<file path="src/rtl/cweb_pkg.sv">
`timescale 1ns / 1ps

package cweb_pkg;

    localparam int TIME_BITS   = 48;
    localparam int TOF_BITS    = TIME_BITS + 1;
    localparam int WINDOW_BITS = 32;
    localparam int TYPE_BITS   = 3;
    localparam int FLAG_BITS   = 3;
    localparam int CMP_BITS    = (TIME_BITS > WINDOW_BITS) ? TIME_BITS : WINDOW_BITS;

    localparam logic [WINDOW_BITS-1:0] WINDOW_RESET = WINDOW_BITS'(1000);

    // both start and stop seen
    localparam logic [FLAG_BITS-1:0] PAIR_MASK = FLAG_BITS'(3);

    typedef enum logic {
        CMD_HIT   = 1'b0,
        CMD_FLUSH = 1'b1
    } cmd_t;

    typedef enum logic [TYPE_BITS-1:0] {
        TYPE_START = 3'd0,
        TYPE_STOP  = 3'd1,
        TYPE_AUX   = 3'd2
    } hit_type_t;

    typedef struct packed {
        logic                  cmd;
        logic                  hit_valid;
        logic [TYPE_BITS-1:0]  hit_type;
        logic [TIME_BITS-1:0]  hit_time;
    } hit_item_t;

    // input register to group stage
    typedef struct packed {
        logic      valid;
        hit_item_t item;
    } stage_item_t;

endpackage

</file>
<file path="src/rtl/cweb_in_stage.sv">
`timescale 1ns / 1ps

module cweb_in_stage (
    input  logic                                clk,
    input  logic                                rst_n,
    input  logic                                in_valid,
    output logic                                in_stall,
    input  logic                                cmd,
    input  logic                                hit_valid,
    input  logic [cweb_pkg::TYPE_BITS-1:0]      hit_type,
    input  logic [cweb_pkg::TIME_BITS-1:0]      hit_time,
    output cweb_pkg::stage_item_t               stage,
    input  logic                                take
);
    import cweb_pkg::*;

    logic      valid_reg;
    logic      valid_next;
    hit_item_t item_reg;

    // hold while the group stage cannot take the item
    assign in_stall = valid_reg && !take;

    always_comb
    begin
        valid_next = valid_reg;
        if (!in_stall)
        begin
            valid_next = in_valid;
        end
    end

    always_ff @(posedge clk or negedge rst_n)
    begin
        if (!rst_n)
        begin
            valid_reg <= 1'b0;
        end
        else
        begin
            valid_reg <= valid_next;
        end
    end

    always_ff @(posedge clk)
    begin
        if (!in_stall && in_valid)
        begin
            item_reg.cmd       <= cmd;
            item_reg.hit_valid <= hit_valid;
            item_reg.hit_type  <= hit_type;
            item_reg.hit_time  <= hit_time;
        end
    end

    assign stage.valid = valid_reg;
    assign stage.item  = item_reg;

endmodule

</file>
<file path="src/rtl/cweb_group.sv">
`timescale 1ns / 1ps

module cweb_group (
    input  logic                                clk,
    input  logic                                rst_n,
    input  logic                                cfg_we,
    input  logic [cweb_pkg::WINDOW_BITS-1:0]    cfg_wdata,
    input  cweb_pkg::stage_item_t               stage,
    output logic                                take,
    output logic                                out_valid,
    input  logic                                out_stall,
    output logic [cweb_pkg::FLAG_BITS-1:0]      event_flags,
    output logic                                event_valid,
    output logic signed [cweb_pkg::TOF_BITS-1:0] event_tof
);
    import cweb_pkg::*;

    logic [WINDOW_BITS-1:0] window_reg;
    logic [FLAG_BITS-1:0]   flags_reg,  flags_next;
    logic                   valid_reg,  valid_next;
    logic [TOF_BITS-1:0]    tof_reg,    tof_next;
    logic [TIME_BITS-1:0]   ref_reg,    ref_next;

    logic                   out_valid_reg, out_valid_next;
    logic [FLAG_BITS-1:0]   out_flags_reg;
    logic                   out_evalid_reg;
    logic [TOF_BITS-1:0]    out_tof_reg;

    logic                   out_free;
    logic                   group_empty;
    logic                   is_hit;
    logic                   ref_ge;
    logic [TIME_BITS-1:0]   diff_fwd, diff_bwd, diff;
    logic                   in_window;
    logic                   start_new;
    logic                   emit;
    logic [FLAG_BITS-1:0]   base_flags;
    logic                   base_valid;
    logic [TOF_BITS-1:0]    base_tof;
    logic [FLAG_BITS-1:0]   type_bit;
    logic                   type_known;
    logic [TOF_BITS-1:0]    t_ext;

    assign out_free = !out_valid_reg || !out_stall;
    assign take     = out_free;

    assign group_empty = (flags_reg == '0);
    assign is_hit      = (stage.item.cmd == CMD_HIT) && stage.item.hit_valid;

    // magnitude of the time difference, both orders formed in parallel
    assign ref_ge    = (stage.item.hit_time >= ref_reg);
    assign diff_fwd  = stage.item.hit_time - ref_reg;
    assign diff_bwd  = ref_reg - stage.item.hit_time;
    assign diff      = ref_ge ? diff_fwd : diff_bwd;
    assign in_window = (CMP_BITS'(diff) < CMP_BITS'(window_reg));

    assign start_new = group_empty || !in_window;
    assign t_ext     = TOF_BITS'(stage.item.hit_time);

    assign type_known = (stage.item.hit_type == TYPE_START) ||
                        (stage.item.hit_type == TYPE_STOP)  ||
                        (stage.item.hit_type == TYPE_AUX);
    assign type_bit   = type_known ? (FLAG_BITS'(1) << stage.item.hit_type) : '0;

    always_comb
    begin
        flags_next     = flags_reg;
        valid_next     = valid_reg;
        tof_next       = tof_reg;
        ref_next       = ref_reg;
        emit           = 1'b0;
        base_flags     = flags_reg;
        base_valid     = valid_reg;
        base_tof       = tof_reg;

        if (stage.valid && out_free)
        begin
            if (stage.item.cmd == CMD_FLUSH)
            begin
                emit       = !group_empty;
                flags_next = '0;
                valid_next = 1'b0;
                tof_next   = '0;
            end
            else if (is_hit)
            begin
                emit = !group_empty && !in_window;
                if (start_new)
                begin
                    base_flags = '0;
                    base_valid = 1'b0;
                    base_tof   = '0;
                    ref_next   = stage.item.hit_time;
                end
                flags_next = base_flags;
                valid_next = base_valid;
                tof_next   = base_tof;
                // only the first hit of each type counts
                if ((base_flags & type_bit) == '0)
                begin
                    flags_next = base_flags | type_bit;
                    if (stage.item.hit_type == TYPE_START)
                    begin
                        tof_next = base_tof - t_ext;
                    end
                    else if (stage.item.hit_type == TYPE_STOP)
                    begin
                        tof_next = base_tof + t_ext;
                    end
                    if (((base_flags | type_bit) & PAIR_MASK) == PAIR_MASK)
                    begin
                        valid_next = 1'b1;
                    end
                end
            end
        end
    end

    always_comb
    begin
        out_valid_next = out_valid_reg;
        if (out_free)
        begin
            out_valid_next = emit;
        end
    end

    always_ff @(posedge clk or negedge rst_n)
    begin
        if (!rst_n)
        begin
            window_reg    <= WINDOW_RESET;
            flags_reg     <= '0;
            valid_reg     <= 1'b0;
            tof_reg       <= '0;
            ref_reg       <= '0;
            out_valid_reg <= 1'b0;
        end
        else
        begin
            if (cfg_we)
            begin
                window_reg <= cfg_wdata;
            end
            flags_reg     <= flags_next;
            valid_reg     <= valid_next;
            tof_reg       <= tof_next;
            ref_reg       <= ref_next;
            out_valid_reg <= out_valid_next;
        end
    end

    // the emitted group is the state before this item
    always_ff @(posedge clk)
    begin
        if (out_free && emit)
        begin
            out_flags_reg  <= flags_reg;
            out_evalid_reg <= valid_reg;
            out_tof_reg    <= tof_reg;
        end
    end

    assign out_valid   = out_valid_reg;
    assign event_flags = out_flags_reg;
    assign event_valid = out_evalid_reg;
    assign event_tof   = $signed(out_tof_reg);

endmodule

</file>
<file path="src/rtl/coincidence_window_event_builder_unit.sv">
`timescale 1ns / 1ps
// An event leaves through the result register: the item that closes it passes the input
// register, then the group update writes the event into the result register.
// Throughput: one item per cycle unless a full result register is stalled, set by the
// combinational group update (subtract, window compare, flag merge) in between.
// Reset (rst_n low, asynchronous): group and reference time cleared, window set to 1000.

module coincidence_window_event_builder_unit (
    input  logic                                 clk,
    input  logic                                 rst_n,
    input  logic                                 cfg_we,
    input  logic [cweb_pkg::WINDOW_BITS-1:0]     cfg_wdata,
    input  logic                                 in_valid,
    output logic                                 in_stall,
    input  logic                                 cmd,
    input  logic                                 hit_valid,
    input  logic [cweb_pkg::TYPE_BITS-1:0]       hit_type,
    input  logic [cweb_pkg::TIME_BITS-1:0]       hit_time,
    output logic                                 out_valid,
    input  logic                                 out_stall,
    output logic [cweb_pkg::FLAG_BITS-1:0]       event_flags,
    output logic                                 event_valid,
    output logic signed [cweb_pkg::TOF_BITS-1:0] event_tof
);
    import cweb_pkg::*;

    stage_item_t stage;
    logic        take;

    cweb_in_stage u_in_stage (
        .clk       (clk),
        .rst_n     (rst_n),
        .in_valid  (in_valid),
        .in_stall  (in_stall),
        .cmd       (cmd),
        .hit_valid (hit_valid),
        .hit_type  (hit_type),
        .hit_time  (hit_time),
        .stage     (stage),
        .take      (take)
    );

    cweb_group u_group (
        .clk         (clk),
        .rst_n       (rst_n),
        .cfg_we      (cfg_we),
        .cfg_wdata   (cfg_wdata),
        .stage       (stage),
        .take        (take),
        .out_valid   (out_valid),
        .out_stall   (out_stall),
        .event_flags (event_flags),
        .event_valid (event_valid),
        .event_tof   (event_tof)
    );

endmodule

</file>
<file path="config.mk">
export PLATFORM = sky130hd
export DESIGN_NAME = coincidence_window_event_builder_unit
export DESIGN_NICKNAME = d
export VERILOG_FILES = /design/src/rtl/cweb_pkg.sv /design/src/rtl/cweb_in_stage.sv /design/src/rtl/cweb_group.sv /design/src/rtl/coincidence_window_event_builder_unit.sv
export SDC_FILE = /design/constraint.sdc
export NUM_CORES = 1
export LEC_CHECK = 0
export BUFFER_PORTS_ARGS = -buffer_cell sky130_fd_sc_hd__buf_2
export CAP_MARGIN = 15
export CORE_UTILIZATION = 64
export CTS_BUF_LIST = sky130_fd_sc_hd__clkbuf_2 sky130_fd_sc_hd__clkbuf_4 sky130_fd_sc_hd__clkbuf_8
export CTS_CLUSTER_SIZE = 30
export DETAILED_ROUTE_END_ITERATION = 16
export GPL_TIMING_DRIVEN = 1
export PLACE_DENSITY = 0.92
export SYNTH_ARGS = -nofsm -noshare
export SYNTH_HDL_FRONTEND = slang
export SYNTH_SLANG_ARGS = --single-unit
</file>
<file path="constraint.sdc">
create_clock -name clk -period 10.8 [get_ports clk]
set_input_delay 1.08 -clock clk [delete_from_list [all_inputs] [get_ports clk]]
set_output_delay 1.08 -clock clk [all_outputs]
set_load 0.02 [all_outputs]
</file>
==> run metrics <==
CP Data Required Time 11300 ps; CTS root buffer clkbuf_8; worst vdd ir 0.1526 mV; DRT iter0 DRCs 2696; final setup fails 0; die span in y 181.5 um; count leader, synth a21oi_1; Final Critical Period 10510 ps; Async SR Flop Fraction 56.02%; first-pass GRT wire length 105100 um; via/cell ratio 6.670; Die Area 32940 um^2; syn avg cell area 8.422 um^2; DR DRC count 0; Num CTS Buffers 42; Achievable Freq 95.11 MHz; Synth top area share 15.66%; Slew Limit Fails 0; global-route usage over all layers 40.91%; RR Endpoint u_group.tof_reg[40]; Final ANT Viol Nets 0; crit path kind flop to flop; Hold WC Path Type input pin to async pin; Yosys warnings 0; post-synth top area cell dfrtp_1; Worst Path Max Fanout 27; Worst setup EP type flop; crit path DAT 11010 ps; period utilisation layout 97.35%; Max Cap Viol 0; Area contributors post-synth dfrtp_1, edfxtp_1, ha_1; R2R Path Start u_in_stage.stage[39]; PwrDens 158.3 nW/um^2; reg2reg path depth 45; main flop type after synthesis dfrtp_1; drt pass-1 iters 6; Post-synth EDFFs 106; I/O pin count 145; DP HPWL 52610 um; R2R setup slack 290 ps; Leakage Power 0.01040 uW; Min Hold Slack 419.7 ps; CTS Buffer Depth 3; Final #Nets 2906; max reg flops 53; I/O Buffers 144; CP most frequent cell a21o_1; ratio of cells with drive above 1 in the final layout 13.96%; post-synthesis sequential area ratio 31.86%; Fin Clk Skew 44.05 ps; Finished Cell Area 22900 um^2; Routed WL per cell 22.58 um; initial antenna violation count 3; initial core utilization 65.17%; Synth Cell Area 20620 um^2; Final GP Congestion 1.012; syn nets 2764; Vias 20191; DP Area 21860 um^2; Site Rows 65; CTS tree yes; largest net degree at the start of global routing 97; Unique masters post-synth 92; Clock Sinks 241; Post-CTS Hold Buffers 0; post-synthesis cell count 2448; critical path startpoint u_in_stage.stage[39]; number of global-route vias before repair 19110; crit path to u_group.tof_reg[40]; grt ovf 0; crit start category flop; Slew @ Worst Pin 1088 ps; Rel. slew slack 27.44%; synth cell count leaders a21oi_1, o21ai_0, ha_1, nand2_1, inv_1; outcome finished, final reports clean; Skew-Pair Late Insertion Delay 640 ps; core area 31640 um^2; Yosys reg bits 241; max incr delay on CP 460 ps; fillers 2373; P&R area growth vs syn 11.07%; final WL 68360 um; Slowest-stage cell, CP edfxtp_1; Die Wd 181.5 um; Fin. Hold Viols 0; H-tree Lvls 2; Worst-path clk slew 70 ps
## cell usage in the layout, fill, tap and decap left out, types with 11 or more instances in the layout
| cell | netlist | layout |
|---|---|---|
| a22oi_1 | 14 | 14 |
| o21bai_1 | 31 | 31 |
| nand3_1 | 42 | 42 |
| o211ai_1 | 24 | 24 |
| a21o_1 | 38 | 38 |
| nor2b_1 | 29 | 29 |
| clkbuf_8 | 0 | 44 |
| o31ai_1 | 25 | 25 |
| a21oi_1 | 242 | 238 |
| nor2_1 | 158 | 158 |
| o21a_1 | 16 | 16 |
| nor4_1 | 21 | 21 |
| a211oi_1 | 26 | 25 |
| xnor2_1 | 73 | 73 |
| o21ai_1 | 14 | 14 |
| edfxtp_1 | 106 | 106 |
| and2_1 | 58 | 55 |
| nand2b_1 | 25 | 25 |
| nand2_1 | 222 | 221 |
| a31oi_1 | 14 | 14 |
| xor2_1 | 26 | 26 |
| buf_4 | 7 | 74 |
| o311ai_0 | 19 | 18 |
| or2_2 | 11 | 11 |
| clkbuf_4 | 0 | 17 |
| inv_1 | 199 | 199 |
| or3_1 | 12 | 12 |
| a22o_1 | 30 | 30 |
| ha_1 | 222 | 211 |
| nand4_1 | 36 | 36 |
| mux2i_1 | 27 | 26 |
| nor3_1 | 45 | 41 |
| buf_2 | 38 | 143 |
| o21ai_0 | 225 | 224 |
| dfrtp_1 | 129 | 129 |
| a221oi_1 | 13 | 13 |
## worst min path at each step
stage,to,from,slack (ps),cells past startpoint
after floorplan,u_group.event_tof[19],u_group.tof_reg[19],420,0
after global placement,u_group.event_valid,u_group.valid_reg,450,0
after detailed placement,u_group.event_valid,u_group.valid_reg,460,0
after CTS,u_group.event_tof[3],u_group.tof_reg[3],480,0
after global routing,u_group.event_valid,u_group.valid_reg,490,0
final,u_group.ref_reg[44],rst_n,420,1
## where the power goes
part / total (uW) / switching (uW) / leakage, uW / internal [uW]
Combinational: 1580 / 1000 / 0.00713 / 579
Clock: 950 / 415 / 0.000490 / 535
Sequential: 1090 / 55.1 / 0.00278 / 1040
Total: 3630 / 1470 / 0.0104 / 2150
## layout make-up
class	count	area [um^2]	area share, %
Timing Repair Buffer	219	1303	5.688
Inverter	200	750.7	3.278
Tap cell	402	503.0	2.196
Antenna cell	3	7.507	0.03278
Multi-Input combinational cell	1886	12850	56.10
Clock inverter	15	186.4	0.8141
Sequential cell	241	6569	28.69
Clock buffer	61	733.2	3.202
## logic make-up after synthesis
| group | after synthesis | share of synthesized area (%) |
|---|---|---|
| simple gates | 708 | 16.92 |
| compound gates | 822 | 25.25 |
| mux | 31 | 1.529 |
| flops | 241 | 31.86 |
| xor+xnor | 99 | 4.206 |
| fa+ha+maj | 226 | 13.86 |
| buf+inv | 321 | 6.372 |
## layer usage
layer	part of all wire, %	global-route usage, %	wire (um)	up-vias
li1	-	-	-	9139
met1	43	58.63	29460	9577
met2	41	58.85	28180	1286
met3	12	9.868	8037	189
met4	3.9	17.08	2692	0
met5	0	0	0	-
## critical path, delay by kind of cell, from the launching register on
kind,cells,cell delay [ps]
compound gates,22,4760
xor+xnor,1,130
fa+ha+maj,3,840
buf+inv,5,920
flops,1,460
mux,1,270
simple gates,13,2980
## timing repair
| item | in CTS | in global routing |
|---|---|---|
| endpoints found under the setup margin | 0 | 14 |
| setup buffers | 0 | 3 |
| gates resized for setup | 0 | 28 |
| hold endpoints to repair | 0 | 0 |
## through the flow
| step | std cells | setup slack (ps) | TNS, ps | power, uW | utilization [%] |
|---|---|---|---|---|---|
| 6_report | 3027 | 286.0 | 0 | 3626 | 72.38 |
| 5_1_grt | 3026 | -14.21 | -16.19 | 3797 | 72.37 |
| 4_1_cts | 3021 | 104.7 | 0 | 3561 | 72.02 |
| 3_5_place_dp | 2945 | 265.7 | 0 | 2612 | 69.11 |
| 3_3_place_gp | 2945 | 514.5 | 0 | 2570 | 69.11 |
| 2_1_floorplan | 2448 | 1576 | 0 | 2178 | - |
Power figures use the tool's default switching activity.
